<file path="config.mk">
export PLATFORM = sky130hd
export DESIGN_NAME = script_token_lexer
export DESIGN_NICKNAME = d
export VERILOG_FILES = /design/src/rtl/core/stl_pkg.sv /design/src/rtl/core/script_token_lexer.sv /design/src/rtl/core/stl_front.sv /design/src/rtl/core/stl_queue.sv /design/src/rtl/core/stl_back.sv
export SDC_FILE = /design/constraint.sdc
export NUM_CORES = 2
export LEC_CHECK = 0
export ABC_AREA = 0
export BUFFER_PORTS_ARGS = -buffer_cell sky130_fd_sc_hd__buf_2
export CAP_MARGIN = 20
export CORE_ASPECT_RATIO = 1.1
export CORE_MARGIN = 5
export CORE_UTILIZATION = 45
export CTS_BUF_LIST = sky130_fd_sc_hd__clkbuf_8 sky130_fd_sc_hd__clkbuf_16
export DETAILED_ROUTE_END_ITERATION = 10
export PLACE_DENSITY = 0.56
export SLEW_MARGIN = 20
export SYNTH_ARGS = -nofsm -noshare
export SYNTH_HDL_FRONTEND = slang
export SYNTH_HIERARCHICAL = 1
export SYNTH_SLANG_ARGS = --single-unit
</file>
<file path="constraint.sdc">
create_clock -name clk -period 15.1 [get_ports clk]
set_clock_uncertainty 0.15 [all_clocks]
set_input_delay 1.51 -clock clk [delete_from_list [all_inputs] [get_ports clk]]
set_output_delay 1.51 -clock clk [all_outputs]
set_load 0.02 [all_outputs]
</file>
<file path="src/rtl/core/stl_pkg.sv">
// Shared types, token codes and helper functions for the script token lexer.
package stl_pkg;

	localparam int OFFSET_BITS = 20;
	localparam int LINE_BITS   = 16;
	localparam int NEST_BITS   = 8;
	localparam int KEYWORD_MAX = 8;
	localparam int KIND_BITS   = 6;
	localparam int QUEUE_DEPTH = 4;
	localparam int QPTR_BITS   = $clog2(QUEUE_DEPTH);
	localparam int ITEMS_MAX   = 3;

	typedef logic [OFFSET_BITS-1:0] off_t;
	typedef logic [OFFSET_BITS:0]   offx_t;
	typedef logic [LINE_BITS-1:0]   line_t;
	typedef logic [NEST_BITS-1:0]   nest_t;
	typedef logic [KIND_BITS-1:0]   kind_t;

	// Token kinds
	localparam kind_t K_END       = 6'd0;
	localparam kind_t K_NEWLINE   = 6'd1;
	localparam kind_t K_ILLEGAL   = 6'd2;
	localparam kind_t K_IDENT     = 6'd3;
	localparam kind_t K_INT       = 6'd4;
	localparam kind_t K_FLOAT     = 6'd5;
	localparam kind_t K_STRING    = 6'd6;
	localparam kind_t K_ASSIGN    = 6'd7;
	localparam kind_t K_EQ        = 6'd8;
	localparam kind_t K_PLUS      = 6'd9;
	localparam kind_t K_MINUS     = 6'd10;
	localparam kind_t K_STAR      = 6'd11;
	localparam kind_t K_SLASH     = 6'd12;
	localparam kind_t K_PERCENT   = 6'd13;
	localparam kind_t K_NOT       = 6'd14;
	localparam kind_t K_NEQ       = 6'd15;
	localparam kind_t K_LT        = 6'd16;
	localparam kind_t K_LTE       = 6'd17;
	localparam kind_t K_GT        = 6'd18;
	localparam kind_t K_GTE       = 6'd19;
	localparam kind_t K_AND       = 6'd20;
	localparam kind_t K_OR        = 6'd21;
	localparam kind_t K_LPAREN    = 6'd22;
	localparam kind_t K_RPAREN    = 6'd23;
	localparam kind_t K_LBRACE    = 6'd24;
	localparam kind_t K_RBRACE    = 6'd25;
	localparam kind_t K_LBRACKET  = 6'd26;
	localparam kind_t K_RBRACKET  = 6'd27;
	localparam kind_t K_COMMA     = 6'd28;
	localparam kind_t K_DOT       = 6'd29;
	localparam kind_t K_COLON     = 6'd30;
	localparam kind_t K_SEMICOLON = 6'd31;
	localparam kind_t K_SAY       = 6'd32;
	localparam kind_t K_VAL       = 6'd33;
	localparam kind_t K_LET       = 6'd34;
	localparam kind_t K_FUNC      = 6'd35;
	localparam kind_t K_IF        = 6'd36;
	localparam kind_t K_ELSE      = 6'd37;
	localparam kind_t K_LOOP      = 6'd38;
	localparam kind_t K_WHILE     = 6'd39;
	localparam kind_t K_IN        = 6'd40;
	localparam kind_t K_TO        = 6'd41;
	localparam kind_t K_RETURN    = 6'd42;
	localparam kind_t K_CLOSC     = 6'd43;
	localparam kind_t K_FOR       = 6'd44;
	localparam kind_t K_BREAK     = 6'd45;
	localparam kind_t K_CONTINUE  = 6'd46;
	localparam kind_t K_BOOL      = 6'd47;

	// One result word
	typedef struct packed {
		kind_t      kind;
		line_t      line;
		line_t      column;
		off_t       offset;
		off_t       length;
		logic [7:0] data;
		logic       dvalid;
		logic       last;
	} tok_t;

	// All result words caused by one source byte
	typedef struct packed {
		logic [1:0]                count;
		tok_t [ITEMS_MAX-1:0]      items;
	} bundle_t;

	// Span from start to end, zero if end is below start, saturated
	function automatic off_t tok_len(input offx_t end_pos, input off_t start);
		offx_t diff;
		diff = end_pos - {1'b0, start};
		if (end_pos < {1'b0, start})
			return '0;
		else if (diff[OFFSET_BITS])
			return '1;
		else
			return diff[OFFSET_BITS-1:0];
	endfunction

	// Pack a keyword literal with its first letter in the low byte
	function automatic logic [63:0] pack_kw(input logic [63:0] s, input int n);
		logic [63:0] r;
		r = '0;
		for (int i = 0; i < 8; i++) begin
			if (i < n)
				r[8*i +: 8] = s[8*(n-1-i) +: 8];
		end
		return r;
	endfunction

	function automatic logic kw_hit(input logic [63:0] w, input logic [3:0] len,
			input logic [63:0] s, input int n);
		return (len == 4'(n)) && (w == pack_kw(s, n));
	endfunction

	// Match a buffered word against the keyword list
	function automatic kind_t word_kind(input logic [63:0] w, input logic [3:0] len);
		kind_t k;
		k = K_IDENT;
		if (len <= 4'(KEYWORD_MAX)) begin
			if (kw_hit(w, len, 64'("say"), 3))      k = K_SAY;
			if (kw_hit(w, len, 64'("val"), 3))      k = K_VAL;
			if (kw_hit(w, len, 64'("let"), 3))      k = K_LET;
			if (kw_hit(w, len, 64'("func"), 4))     k = K_FUNC;
			if (kw_hit(w, len, 64'("if"), 2))       k = K_IF;
			if (kw_hit(w, len, 64'("else"), 4))     k = K_ELSE;
			if (kw_hit(w, len, 64'("loop"), 4))     k = K_LOOP;
			if (kw_hit(w, len, 64'("while"), 5))    k = K_WHILE;
			if (kw_hit(w, len, 64'("in"), 2))       k = K_IN;
			if (kw_hit(w, len, 64'("to"), 2))       k = K_TO;
			if (kw_hit(w, len, 64'("return"), 6))   k = K_RETURN;
			if (kw_hit(w, len, 64'("closc"), 5))    k = K_CLOSC;
			if (kw_hit(w, len, 64'("for"), 3))      k = K_FOR;
			if (kw_hit(w, len, 64'("break"), 5))    k = K_BREAK;
			if (kw_hit(w, len, 64'("continue"), 8)) k = K_CONTINUE;
			if (kw_hit(w, len, 64'("true"), 4))     k = K_BOOL;
			if (kw_hit(w, len, 64'("false"), 5))    k = K_BOOL;
		end
		return k;
	endfunction

	function automatic tok_t mk_tok(input kind_t kind, input line_t line, input line_t column,
			input off_t offset, input off_t length, input logic [7:0] data,
			input logic dvalid, input logic last);
		tok_t t;
		t.kind   = kind;
		t.line   = line;
		t.column = column;
		t.offset = offset;
		t.length = length;
		t.data   = data;
		t.dvalid = dvalid;
		t.last   = last;
		return t;
	endfunction

endpackage

</file>
<file path="src/rtl/core/script_token_lexer.sv">
// Top level: streaming lexer, one source byte per word in, tokens out.
// Token words pass through the bundle queue and a registered back end to out_valid.
// Throughput: one source byte per cycle and one result word per cycle while out_stall
// is low; a byte that causes two or three words has them handed out one at a time,
// absorbed by a four-bundle queue before in_stall rises.
// Reset: arst_n clears all scanner state (line 1, column 0, offset 0) and empties the queue.
module script_token_lexer (
	input  logic        clk,
	input  logic        arst_n,
	input  logic        in_valid,
	output logic        in_stall,
	input  logic [7:0]  text_byte,
	output logic        out_valid,
	input  logic        out_stall,
	output logic [5:0]  kind,
	output logic [15:0] token_line,
	output logic [15:0] token_column,
	output logic [19:0] start_offset,
	output logic [19:0] source_length,
	output logic [7:0]  data_byte,
	output logic        data_valid,
	output logic        last
);

	logic             accept, push, full, pop, empty;
	stl_pkg::bundle_t push_bundle, head;
	stl_pkg::tok_t    tok;

	assign in_stall = full;
	assign accept   = in_valid && !full;

	stl_front u_front (
		.clk       (clk),
		.arst_n    (arst_n),
		.accept    (accept),
		.text_byte (text_byte),
		.push      (push),
		.bundle    (push_bundle)
	);

	stl_queue u_queue (
		.clk       (clk),
		.arst_n    (arst_n),
		.push      (push),
		.push_data (push_bundle),
		.full      (full),
		.pop       (pop),
		.head      (head),
		.empty     (empty)
	);

	stl_back u_back (
		.clk       (clk),
		.arst_n    (arst_n),
		.head      (head),
		.empty     (empty),
		.pop       (pop),
		.out_stall (out_stall),
		.out_valid (out_valid),
		.tok       (tok)
	);

	// Unpack the result word onto the output ports
	assign kind          = tok.kind;
	assign token_line    = tok.line;
	assign token_column  = tok.column;
	assign start_offset  = tok.offset;
	assign source_length = tok.length;
	assign data_byte     = tok.data;
	assign data_valid    = tok.dvalid;
	assign last          = tok.last;

endmodule

</file>
<file path="src/rtl/core/stl_front.sv">
// Front end: scans one byte per word, keeps lexer state, builds result bundles.
module stl_front (
	input  logic             clk,
	input  logic             arst_n,
	input  logic             accept,
	input  logic [7:0]       text_byte,
	output logic             push,
	output stl_pkg::bundle_t bundle
);

	typedef enum logic [2:0] {
		M_IDLE, M_OP, M_IDENT, M_INT, M_DOT, M_FRAC, M_STRING, M_COMMENT
	} mode_t;

	mode_t              mode_q, mode_n;
	logic [7:0]         pend_q, pend_n;
	logic               esc_q, esc_n;
	logic [63:0]        word_q, word_n;
	logic [3:0]         wlen_q, wlen_n;
	stl_pkg::line_t     line_q, line_n, col_q, col_n;
	stl_pkg::off_t      off_q, off_n;
	stl_pkg::line_t     sline_q, sline_n, scol_q, scol_n;
	stl_pkg::off_t      spos_q, spos_n;
	stl_pkg::nest_t     paren_q, paren_n, brace_q, brace_n, brack_q, brack_n;
	logic               lstart_q, lstart_n;

	stl_pkg::tok_t [stl_pkg::ITEMS_MAX-1:0] items;
	logic [1:0]         cnt;
	logic               used;
	stl_pkg::off_t      pos, dpos;
	stl_pkg::offx_t     pos1;
	logic [7:0]         b, second;
	stl_pkg::kind_t     k1, k2, sk;
	logic               is_digit, is_alpha, is_word, in_nest;

	// Classify the byte and work out next state and results
	always_comb begin
		b        = text_byte;
		mode_n   = mode_q;
		pend_n   = pend_q;
		esc_n    = esc_q;
		word_n   = word_q;
		wlen_n   = wlen_q;
		sline_n  = sline_q;
		scol_n   = scol_q;
		spos_n   = spos_q;
		paren_n  = paren_q;
		brace_n  = brace_q;
		brack_n  = brack_q;
		lstart_n = lstart_q;
		items    = '0;
		cnt      = 2'd0;
		used     = 1'b0;
		second   = "|";
		k1       = stl_pkg::K_ILLEGAL;
		k2       = stl_pkg::K_OR;
		sk       = stl_pkg::K_ILLEGAL;

		is_digit = (b >= "0") && (b <= "9");
		is_alpha = ((b >= "a") && (b <= "z")) || ((b >= "A") && (b <= "Z"));
		is_word  = is_digit || is_alpha || (b == "_");
		in_nest  = (paren_q != '0) || (brace_q != '0) || (brack_q != '0);

		pos   = off_q;
		pos1  = {1'b0, off_q} + stl_pkg::offx_t'(1);
		dpos  = (off_q != '0) ? off_q - stl_pkg::off_t'(1) : '0;
		off_n = (off_q == '1) ? off_q : off_q + stl_pkg::off_t'(1);
		if (b == 8'h0a) begin
			line_n = (line_q == '1) ? line_q : line_q + stl_pkg::line_t'(1);
			col_n  = '0;
		end else begin
			line_n = line_q;
			col_n  = (col_q == '1) ? col_q : col_q + stl_pkg::line_t'(1);
		end

		// Finish or extend the pending token
		case (mode_q)
			M_OP: begin
				case (pend_q)
					"=": begin second = "="; k1 = stl_pkg::K_ASSIGN; k2 = stl_pkg::K_EQ; end
					"+": begin second = "+"; k1 = stl_pkg::K_PLUS; k2 = stl_pkg::K_PLUS; end
					"-": begin second = "-"; k1 = stl_pkg::K_MINUS; k2 = stl_pkg::K_MINUS; end
					"!": begin second = "="; k1 = stl_pkg::K_NOT; k2 = stl_pkg::K_NEQ; end
					"<": begin second = "="; k1 = stl_pkg::K_LT; k2 = stl_pkg::K_LTE; end
					">": begin second = "="; k1 = stl_pkg::K_GT; k2 = stl_pkg::K_GTE; end
					"&": begin second = "&"; k1 = stl_pkg::K_ILLEGAL; k2 = stl_pkg::K_AND; end
					default: begin second = "|"; k1 = stl_pkg::K_ILLEGAL; k2 = stl_pkg::K_OR; end
				endcase
				if (b == second) begin
					items[cnt] = stl_pkg::mk_tok(k2, sline_q, scol_q, spos_q,
						stl_pkg::tok_len(pos1, spos_q), 8'd0, 1'b0, 1'b1);
					used = 1'b1;
				end else begin
					items[cnt] = stl_pkg::mk_tok(k1, sline_q, scol_q, spos_q,
						stl_pkg::tok_len({1'b0, pos}, spos_q), 8'd0, 1'b0, 1'b1);
				end
				cnt    = cnt + 2'd1;
				mode_n = M_IDLE;
			end
			M_IDENT: begin
				if (is_word) begin
					for (int i = 0; i < 8; i++) begin
						if (wlen_q == 4'(i))
							word_n[8*i +: 8] = word_q[8*i +: 8] | b;
					end
					if (wlen_q != 4'd15)
						wlen_n = wlen_q + 4'd1;
					used = 1'b1;
				end else begin
					items[cnt] = stl_pkg::mk_tok(stl_pkg::word_kind(word_q, wlen_q), sline_q,
						scol_q, spos_q, stl_pkg::tok_len({1'b0, pos}, spos_q), 8'd0, 1'b0, 1'b1);
					cnt    = cnt + 2'd1;
					mode_n = M_IDLE;
				end
			end
			M_INT: begin
				if (is_digit) begin
					used = 1'b1;
				end else if (b == ".") begin
					mode_n = M_DOT;
					used   = 1'b1;
				end else begin
					items[cnt] = stl_pkg::mk_tok(stl_pkg::K_INT, sline_q, scol_q, spos_q,
						stl_pkg::tok_len({1'b0, pos}, spos_q), 8'd0, 1'b0, 1'b1);
					cnt    = cnt + 2'd1;
					mode_n = M_IDLE;
				end
			end
			M_DOT: begin
				if (is_digit) begin
					mode_n = M_FRAC;
					used   = 1'b1;
				end else begin
					items[0] = stl_pkg::mk_tok(stl_pkg::K_INT, sline_q, scol_q, spos_q,
						stl_pkg::tok_len({1'b0, dpos}, spos_q), 8'd0, 1'b0, 1'b1);
					items[1] = stl_pkg::mk_tok(stl_pkg::K_DOT, line_q, col_q, dpos,
						stl_pkg::off_t'(1), 8'd0, 1'b0, 1'b1);
					cnt    = 2'd2;
					mode_n = M_IDLE;
				end
			end
			M_FRAC: begin
				if (is_digit) begin
					used = 1'b1;
				end else begin
					items[cnt] = stl_pkg::mk_tok(stl_pkg::K_FLOAT, sline_q, scol_q, spos_q,
						stl_pkg::tok_len({1'b0, pos}, spos_q), 8'd0, 1'b0, 1'b1);
					cnt    = cnt + 2'd1;
					mode_n = M_IDLE;
				end
			end
			M_STRING: begin
				if (esc_q) begin
					esc_n = 1'b0;
					if (b == 8'd0) begin
						items[cnt] = stl_pkg::mk_tok(stl_pkg::K_STRING, sline_q, scol_q, spos_q,
							stl_pkg::tok_len({1'b0, pos}, spos_q), 8'd0, 1'b0, 1'b1);
						cnt    = cnt + 2'd1;
						mode_n = M_IDLE;
					end else begin
						items[cnt] = stl_pkg::mk_tok(stl_pkg::K_STRING, sline_q, scol_q, spos_q,
							stl_pkg::tok_len(pos1, spos_q),
							(b == "n") ? 8'h0a : (b == "r") ? 8'h0d : (b == "t") ? 8'h09 : b,
							1'b1, 1'b0);
						cnt  = cnt + 2'd1;
						used = 1'b1;
					end
				end else if (b == 8'h22) begin
					items[cnt] = stl_pkg::mk_tok(stl_pkg::K_STRING, sline_q, scol_q, spos_q,
						stl_pkg::tok_len(pos1, spos_q), 8'd0, 1'b0, 1'b1);
					cnt    = cnt + 2'd1;
					mode_n = M_IDLE;
					used   = 1'b1;
				end else if ((b == 8'd0) || (b == 8'h0a)) begin
					items[cnt] = stl_pkg::mk_tok(stl_pkg::K_STRING, sline_q, scol_q, spos_q,
						stl_pkg::tok_len({1'b0, pos}, spos_q), 8'd0, 1'b0, 1'b1);
					cnt    = cnt + 2'd1;
					mode_n = M_IDLE;
				end else if (b == 8'h5c) begin
					esc_n = 1'b1;
					used  = 1'b1;
				end else begin
					items[cnt] = stl_pkg::mk_tok(stl_pkg::K_STRING, sline_q, scol_q, spos_q,
						stl_pkg::tok_len(pos1, spos_q), b, 1'b1, 1'b0);
					cnt  = cnt + 2'd1;
					used = 1'b1;
				end
			end
			M_COMMENT: begin
				if ((b == 8'd0) || (b == 8'h0a))
					mode_n = M_IDLE;
				else
					used = 1'b1;
			end
			default: begin
				mode_n = M_IDLE;
			end
		endcase

		// Start a new token, or handle end of text, blanks and newlines
		if (!used) begin
			if (b == 8'd0) begin
				items[cnt] = stl_pkg::mk_tok(stl_pkg::K_END, line_n, col_n, pos, '0,
					8'd0, 1'b0, 1'b1);
				cnt      = cnt + 2'd1;
				mode_n   = M_IDLE;
				pend_n   = '0;
				esc_n    = 1'b0;
				word_n   = '0;
				wlen_n   = '0;
				line_n   = stl_pkg::line_t'(1);
				col_n    = '0;
				off_n    = '0;
				sline_n  = stl_pkg::line_t'(1);
				scol_n   = '0;
				spos_n   = '0;
				paren_n  = '0;
				brace_n  = '0;
				brack_n  = '0;
				lstart_n = 1'b1;
			end else if ((b == " ") || (b == 8'h09) || (b == 8'h0d)) begin
				lstart_n = lstart_q;
			end else if (b == 8'h0a) begin
				if (!in_nest && !lstart_q) begin
					lstart_n   = 1'b1;
					items[cnt] = stl_pkg::mk_tok(stl_pkg::K_NEWLINE, line_n, '0, pos,
						stl_pkg::off_t'(1), 8'd0, 1'b0, 1'b1);
					cnt        = cnt + 2'd1;
				end
			end else begin
				lstart_n = 1'b0;
				sline_n  = line_n;
				scol_n   = col_n;
				spos_n   = pos;
				case (b)
					"=", "+", "-", "!", "<", ">", "&", "|": begin
						mode_n = M_OP;
						pend_n = b;
					end
					"*": sk = stl_pkg::K_STAR;
					"/": sk = stl_pkg::K_SLASH;
					"%": sk = stl_pkg::K_PERCENT;
					"(": begin
						sk = stl_pkg::K_LPAREN;
						if (paren_q != '1) paren_n = paren_q + stl_pkg::nest_t'(1);
					end
					")": begin
						sk = stl_pkg::K_RPAREN;
						if (paren_q != '0) paren_n = paren_q - stl_pkg::nest_t'(1);
					end
					"{": begin
						sk = stl_pkg::K_LBRACE;
						if (brace_q != '1) brace_n = brace_q + stl_pkg::nest_t'(1);
					end
					"}": begin
						sk = stl_pkg::K_RBRACE;
						if (brace_q != '0) brace_n = brace_q - stl_pkg::nest_t'(1);
					end
					"[": begin
						sk = stl_pkg::K_LBRACKET;
						if (brack_q != '1) brack_n = brack_q + stl_pkg::nest_t'(1);
					end
					"]": begin
						sk = stl_pkg::K_RBRACKET;
						if (brack_q != '0) brack_n = brack_q - stl_pkg::nest_t'(1);
					end
					",": sk = stl_pkg::K_COMMA;
					".": sk = stl_pkg::K_DOT;
					":": sk = stl_pkg::K_COLON;
					";": sk = stl_pkg::K_SEMICOLON;
					8'h22: begin
						mode_n = M_STRING;
						esc_n  = 1'b0;
					end
					"~", "#": mode_n = M_COMMENT;
					default: begin
						if (is_alpha || (b == "_")) begin
							mode_n = M_IDENT;
							word_n = {56'd0, b};
							wlen_n = 4'd1;
						end else if (is_digit) begin
							mode_n = M_INT;
						end
					end
				endcase
				// Single-byte tokens close right here
				if ((mode_n == M_IDLE)) begin
					items[cnt] = stl_pkg::mk_tok(sk, line_n, col_n, pos,
						stl_pkg::tok_len(pos1, pos), 8'd0, 1'b0, 1'b1);
					cnt        = cnt + 2'd1;
				end
			end
		end
	end

	assign push          = accept && (cnt != 2'd0);
	assign bundle.count  = cnt;
	assign bundle.items  = items;

	// Hold lexer state, advance on each accepted word
	always_ff @(posedge clk or negedge arst_n) begin
		if (!arst_n) begin
			mode_q   <= M_IDLE;
			pend_q   <= '0;
			esc_q    <= 1'b0;
			word_q   <= '0;
			wlen_q   <= '0;
			line_q   <= stl_pkg::line_t'(1);
			col_q    <= '0;
			off_q    <= '0;
			sline_q  <= stl_pkg::line_t'(1);
			scol_q   <= '0;
			spos_q   <= '0;
			paren_q  <= '0;
			brace_q  <= '0;
			brack_q  <= '0;
			lstart_q <= 1'b1;
		end else if (accept) begin
			mode_q   <= mode_n;
			pend_q   <= pend_n;
			esc_q    <= esc_n;
			word_q   <= word_n;
			wlen_q   <= wlen_n;
			line_q   <= line_n;
			col_q    <= col_n;
			off_q    <= off_n;
			sline_q  <= sline_n;
			scol_q   <= scol_n;
			spos_q   <= spos_n;
			paren_q  <= paren_n;
			brace_q  <= brace_n;
			brack_q  <= brack_n;
			lstart_q <= lstart_n;
		end
	end

	// End of text returns the scanner to its reset state
	a_end_clears: assert property (@(posedge clk) disable iff (!arst_n)
		(accept && (text_byte == 8'd0)) |=>
		(mode_q == M_IDLE) && (line_q == stl_pkg::line_t'(1)) && (off_q == '0))
		else $error("end of text did not clear scanner state");

	a_esc_in_string: assert property (@(posedge clk) disable iff (!arst_n)
		esc_q |-> (mode_q == M_STRING))
		else $error("escape pending outside a string");

	a_line_nonzero: assert property (@(posedge clk) disable iff (!arst_n)
		line_q != '0)
		else $error("line counter reached zero");

endmodule

</file>
<file path="src/rtl/core/stl_queue.sv">
// Short bundle queue between the scanner and the result serializer.
module stl_queue (
	input  logic             clk,
	input  logic             arst_n,
	input  logic             push,
	input  stl_pkg::bundle_t push_data,
	output logic             full,
	input  logic             pop,
	output stl_pkg::bundle_t head,
	output logic             empty
);

	stl_pkg::bundle_t               mem_q [stl_pkg::QUEUE_DEPTH];
	logic [stl_pkg::QPTR_BITS-1:0]  wr_q, rd_q;
	logic [stl_pkg::QPTR_BITS:0]    count_q;

	assign full  = (count_q == (stl_pkg::QPTR_BITS+1)'(stl_pkg::QUEUE_DEPTH));
	assign empty = (count_q == '0);
	assign head  = mem_q[rd_q];

	// Store pushed bundles
	always_ff @(posedge clk) begin
		if (push)
			mem_q[wr_q] <= push_data;
	end

	// Advance pointers and occupancy
	always_ff @(posedge clk or negedge arst_n) begin
		if (!arst_n) begin
			wr_q    <= '0;
			rd_q    <= '0;
			count_q <= '0;
		end else begin
			if (push)
				wr_q <= wr_q + stl_pkg::QPTR_BITS'(1);
			if (pop)
				rd_q <= rd_q + stl_pkg::QPTR_BITS'(1);
			if (push && !pop)
				count_q <= count_q + (stl_pkg::QPTR_BITS+1)'(1);
			else if (pop && !push)
				count_q <= count_q - (stl_pkg::QPTR_BITS+1)'(1);
		end
	end

	a_no_overflow: assert property (@(posedge clk) disable iff (!arst_n)
		push |-> !full)
		else $error("push into full queue");

	a_no_underflow: assert property (@(posedge clk) disable iff (!arst_n)
		pop |-> !empty)
		else $error("pop from empty queue");

	a_count_range: assert property (@(posedge clk) disable iff (!arst_n)
		count_q <= (stl_pkg::QPTR_BITS+1)'(stl_pkg::QUEUE_DEPTH))
		else $error("queue count out of range");

endmodule

</file>
<file path="src/rtl/core/stl_back.sv">
// Back end: walks each bundle and hands out one result word per cycle while out_stall is low.
module stl_back (
	input  logic             clk,
	input  logic             arst_n,
	input  stl_pkg::bundle_t head,
	input  logic             empty,
	output logic             pop,
	input  logic             out_stall,
	output logic             out_valid,
	output stl_pkg::tok_t    tok
);

	logic [1:0]    idx_q;
	logic          valid_q;
	stl_pkg::tok_t tok_q;
	logic          load, final_item;

	assign load       = !empty && (!valid_q || !out_stall);
	assign final_item = (idx_q == (head.count - 2'd1));
	assign pop        = load && final_item;
	assign out_valid  = valid_q;
	assign tok        = tok_q;

	// Hold payload while stalled, load the next word when the queue has one
	always_ff @(posedge clk) begin
		if (load)
			tok_q <= head.items[idx_q];
	end

	// Advance item index and output valid
	always_ff @(posedge clk or negedge arst_n) begin
		if (!arst_n) begin
			idx_q   <= '0;
			valid_q <= 1'b0;
		end else begin
			if (load) begin
				valid_q <= 1'b1;
				idx_q   <= final_item ? 2'd0 : idx_q + 2'd1;
			end else if (!out_stall) begin
				valid_q <= 1'b0;
			end
		end
	end

	a_mid_bundle: assert property (@(posedge clk) disable iff (!arst_n)
		(idx_q != 2'd0) |-> !empty)
		else $error("bundle index set with empty queue");

	a_idx_bound: assert property (@(posedge clk) disable iff (!arst_n)
		!empty |-> (idx_q < head.count))
		else $error("bundle index past item count");

	a_pop_load: assert property (@(posedge clk) disable iff (!arst_n)
		pop |=> out_valid)
		else $error("bundle dropped without output");

endmodule

</file>
# Word level (Yosys, flattened, before mapping)
# Memory sizes are Yosys's and may differ from the RTL's.
# Index checks and enable logic that the tools add are counted.
[totals] mem_count=1 latch_bits=0 output_inout_bits=90 wordCells=501 ff_bits=307 ramBits=1064 inputBits=12 rom_bits=0
[memory_table] memory="u_queue.mem_q" words=4 width=266 read_ports=1 rd_clocked_by_memory_dff=0 write_ports=1 line="stl_queue.sv:13" source="stl_pkg::bundle_t mem_q [stl_pkg::QUEUE_DEPTH];"
[classes] eq_ne=92 addsub=23 shift=0 bitwise_logic=9 n_reduce_logical=72 order_cmp=14 n_div=0 n_mux=262 n_mul=0
[ops] cell="two-way mux 264 bit" count=6
[ops] cell="bitwise mux 264 bit" count=3
[ops] cell="two-way mux 8 bit" count=88
[ops] cell="two-way mux 88 bit" count=6
[ops] cell="one-hot mux 88 bit (6 select lines)" count=1
[ops] cell="two-way mux 64 bit" count=8
[ops] cell="two-way mux 20 bit" count=20
[ops] cell="two-way mux 85 bit" count=4
[ops] cell="== test 64 x 24 -> 1 bit" count=4
[ops] cell="== test 64 x 32 -> 1 bit" count=4
[ops] cell="== test 64 x 40 -> 1 bit" count=4
[ops] cell="two-way mux 16 bit" count=14
[ops] cell="== test 8 x 6 -> 1 bit (second input constant)" count=26
[ops] cell="== test 64 x 16 -> 1 bit" count=3
[ops] cell="binary-select mux 88 bit (select 2 bit)" count=1
[ops] cell="demux 88 bit (select 2 bit)" count=1
[ops] cell="two-way mux 175 bit" count=1
[ops] cell="two-way mux 87 bit" count=2
[ops] cell="two-way mux 6 bit" count=22
[ops] cell="== test 8 x 7 -> 1 bit (second input constant)" count=11
[ops] cell="one-hot mux 5 bit (13 select lines)" count=1
[ops] cell="== test 64 x 48 -> 1 bit" count=1
[ops] cell="== test 64 bit" count=1
[ops] cell="OR 8 bit" count=8
[ops] cell="72 further kinds" count=232

# Longest topological paths before layout
[logic_depth] word_depth=35 mapped_depth=24 mapped_depth_nobuf=20

# Modules after synthesis
# Netlist, hierarchy kept.
[by_module_without_submodules] module="stl_queue" cells_per_inst=1424 n_inst=1 area_per_inst_um2=39150.0 seq_area_each_um2=32125.8
[by_module_without_submodules] module="stl_front" cells_per_inst=2983 n_inst=1 area_per_inst_um2=21724.6 seq_area_each_um2=5233.8
[by_module_without_submodules] module="stl_back" cells_per_inst=402 n_inst=1 area_per_inst_um2=4684.5 seq_area_each_um2=2717.6
[by_module_without_submodules] module="script_token_lexer" cells_per_inst=1 n_inst=1 area_per_inst_um2=13.8 seq_area_each_um2=0.0

# Worst setup path after synthesis
# No wires, ideal clock.
[synth_path] kind="in2reg" start="input text_byte[2]" end="memory u_queue/mem_q[0][0] in the netlist's numbering (enable)" setup_slack_ns=4.253 required_ns=14.289 cell_stages=12 path_buffers=1 arrival_ns=10.036 setup_time_ns=0.661 path_cell_list="clkbuf_1 -> or4_4 -> nand2b_1 -> o211ai_2 -> nand3_1 -> o31a_1 -> o31ai_4 -> and2_1 -> nand3_1 -> o21ai_0 -> o21a_1 -> and2_1"
[synth_rtl] element="start: declaration" line="script_token_lexer.sv:12" source="input logic [7:0] text_byte,"
[synth_rtl] element="end: declaration" line="stl_queue.sv:13"

==> summary.txt <==
Run status
  – Outcome: finished clean

Drt
  – DR WL/cell: between 20 and 30 um
  – DRT Pass-1 Iters: 6
  – Via density: between 6 and 7
  – Total number of vias: around 42,000
  – ANT nets after route: 0
  – Final WL: between 150,000 and 200,000 um
  – DRT iter0 DRCs: about 4,100
  – Residual DRC: 0

Power
  – Pleak: 26.2 nW
  – VDD IR-drop max: 0.000155 V
  – Power Density: approximately 260 mW/mm^2

Finish
  – Final net count: around 5,000
  – Share of cells above drive strength 1: 0.138
  – Most frequent cells in the layout: edfxtp_1 (1,152), nor2_1 (370), nand2_1 (365)
  – Reg area: about 0.04 mm^2
  – Commonest non-fill, non-tap cell in the layout: edfxtp_1
  – Multi-input logic area: ~0.024 mm^2
  – Area grow syn2layout: 10.7%
  – Fill cells: 12,500
  – Finished Core Util: 0.499

Setup path
  – Crit path DAT: between 7 and 8 ns
  – Critical path startpoint category: primary input
  – CP peak stage delay: between 0.8 and 0.9 ns
  – CP Cell Sequence: buf_2 -> nor2b_1 -> nand4_1 -> nor4_1 -> nor2_1 -> nor3_1 -> inv_1 -> xnor2_1 -> o21a_1 -> and2_4 -> buf_4 -> buf_4
  – Setup CP Type: in -> reg
  – Critical Path Fanout Max: between 50 and 60
  – CP max-delay cell: buf_4
  – CP most frequent cell: buf_4
  – Critical path endpoint category: register
  – Required time worst endpoint: ~15 ns
  – Worst-case reg-to-reg path depth: 22

Yosys
  – Yosys cell types: 110
  – Main flop type after synthesis: edfxtp_1
  – Synth top area share: 0.528
  – Fraction of registers with async set/reset: 0.160
  – Area contributors post-synth: edfxtp_1 (53%), dfrtp_1 (8.2%), mux4_2 (6.0%)
  – Post-synth EDFFs: ~1,200
  – Gate Count Post-Synth: ~4,800
  – Yosys warnings: 6
  – Number of synthesized register bits: about 1,400
  – Post-Syn Area: ~0.066 mm^2
  – Avg Cell Area, Syn: 13.6 um^2
  – Sequential share of the synthesized area: 0.611
  – Area leader, netlist: edfxtp_1

Place
  – Hpwl dp: around 120,000 um
  – # port buffers: between 100 and 150
  – Gpl congestion: 0.923
  – Pre-CTS WS: roughly 6.6 ns

Timing
  – Worst Tran Pin Value: between 1 and 1.5 ns
  – RSZ-0062 raised after global routing: false
  – Worst setup margin: around 7.4 ns
  – WHS: ~0.33 ns
  – Normalized max-slew margin: 0.180
  – Slew Viols, Final: 0
  – Ratio of final minimum period to clock period: 0.507
  – Fmax: ~130 MHz
  – Final Setup Violations: 0
  – Final Hold Vio Count: 0
  – Min cycle time layout: between 7 and 8 ns
  – Setup tns final: 0 ns

Die
  – Num ports: just over 100
  – Die Wd: ~370 um
  – Core Area: around 0.15 mm^2
  – Die area: roughly 0.15 mm^2
  – Row count: ~150
  – Die height: approximately 400 um
  – Starting density of the core: 0.451

Global route
  – Grt ovf: 0
  – First-pass GRT wire length: roughly 270,000 um
  – All-Layer GR Usage: 0.236
  – Initial antenna violation count: 9
  – Vias in the first global route: around 40,000
  – Largest net degree at the start of global routing: approximately 140

Clock tree
  – Max Buffers Root-to-Sink: 3
  – Reg clk slew, reported paths: around 0.060 ns
  – Cts bufs inserted: between 100 and 150
  – # hold bufs at CTS: 0
  – Post-CTS Setup Repair Bufs: 0
  – CTS tree: built
  – Root Buffer: clkbuf_16
  – Clock sink count: roughly 1,400
  – Cells resized by post-CTS repair: 0
  – # H-tree levels: 4
  – Worst skew pair latency: around 0.8 ns

Worst hold path
  – HP Class: reg -> reg
  – WHS Path Cells: 1

Flow run
  – Max Cap Viol: 0
==> kinds of logic after synthesis <==
family / after synthesis / synth area share
adder cells (fa/ha/maj): 120 / 0.0237
multiplexers: 389 / 0.116
AND/OR/NAND/NOR: 1287 / 0.0958
flip-flops: 1371 / 0.611
buffers and inverters: 429 / 0.0327
XOR/XNOR: 151 / 0.0202
other: 1 / 0.0000572
AO/OA/AOI/OAI: 1062 / 0.101
==> worst paths after layout <==
| path | start | end | slack (ns) |
|---|---|---|---|
| min in group asynchronous | arst_n | u_front/brace_q[2]$_DFFE_PN0P_ | 0.58 |
| worst max register to register | u_front/off_q[1]$_DFFE_PN0P_ | u_queue/mem_q[1][17]$_DFFE_PP_ | 8.07 |
| max in group asynchronous | arst_n | u_front/spos_q[1]$_DFFE_PN0P_ | 12.18 |
| worst min-delay path | u_front/word_q[47]$_DFFE_PN0P_ | u_front/word_q[47]$_DFFE_PN0P_ | 0.33 |
| worst min register to register | u_front/word_q[47]$_DFFE_PN0P_ | u_front/word_q[47]$_DFFE_PN0P_ | 0.33 |
| worst max-delay path | text_byte[6] | u_queue/mem_q[1][212]$_DFFE_PP_ | 7.44 |
==> report_power, final <==
part	internal [mW]	switching (mW)	total (mW)
Clock	2.06	1.52	3.58
Combinational	2.99	5.91	8.91
Sequential	5.72	0.495	6.21
==> state kept, by name, summed over array words and instances (netlist names), 16 cells and up <==
name and flops:
u_front/col_q 16, u_front/spos_q 20, u_front/line_q 16, u_front/sline_q 16
u_queue/mem_q 1064, u_front/word_q 64, u_front/off_q 20, u_back/tok 88
u_front/scol_q 16
==> routing by layer <==
metal | vias to the layer above | share of wire | GRT usage
met1 | 21500 | 0.44 | 0.341
li1 | 18700 | - | -
met2 | 1594 | 0.46 | 0.373
met4 | 4 | 0.025 | 0.0602
met5 | - | 0.00015 | 0
met3 | 283 | 0.070 | 0.0417
==> cell type report <==
type	count	area share
Sequential cell	1371	0.552
Tap cell	1937	0.0334
Inverter	134	0.00696
Clock buffer	155	0.0520
Timing Repair Buffer	181	0.0164
Antenna cell	1	0.0000345
Clock inverter	117	0.0146
Multi-Input combinational cell	3029	0.324
==> per-stage QoR <==
step                      cells  instance area (um^2)  power [mW]
after floorplan            4829                 65600        12.2
after global placement     6649                 67700        15.0
after detailed placement   6649                 67700        15.1
after CTS                  6921                 72500        18.7
after global routing       6924                 72600        19.6
final                      6925                 72600        18.7
==> worst max-delay path, delay by kind of cell <==
| kind | cells | cell delay, ns |
|---|---|---|
| buffers and inverters | 4 | 2.19 |
| AOI/OAI and AO/OA | 1 | 0.41 |
| and+or+nand+nor | 6 | 3.28 |
| xor gates and xnor gates | 1 | 0.38 |
==> cells in the mapped netlist (all sizes together), types with 24 or more instances <==
cell       n
o21a      24
nor2     377
a21o      45
nor4      40
nand2    367
nor2b     30
o21bai    25
a21oi    261
a31oi     43
nor3      69
xnor2    100
mux4     266
edfxtp  1152
inv      123
nand4     47
and2      49
o211ai    50
clkbuf   133
and3      36
xor2      51
ha       113
buf      162
o21ai    375
mux2i    108
nand3    124
a211oi    31
nand2b    32
o22ai     28
dfrtp    216
No activity file was read; power rests on OpenSTA's default activity.
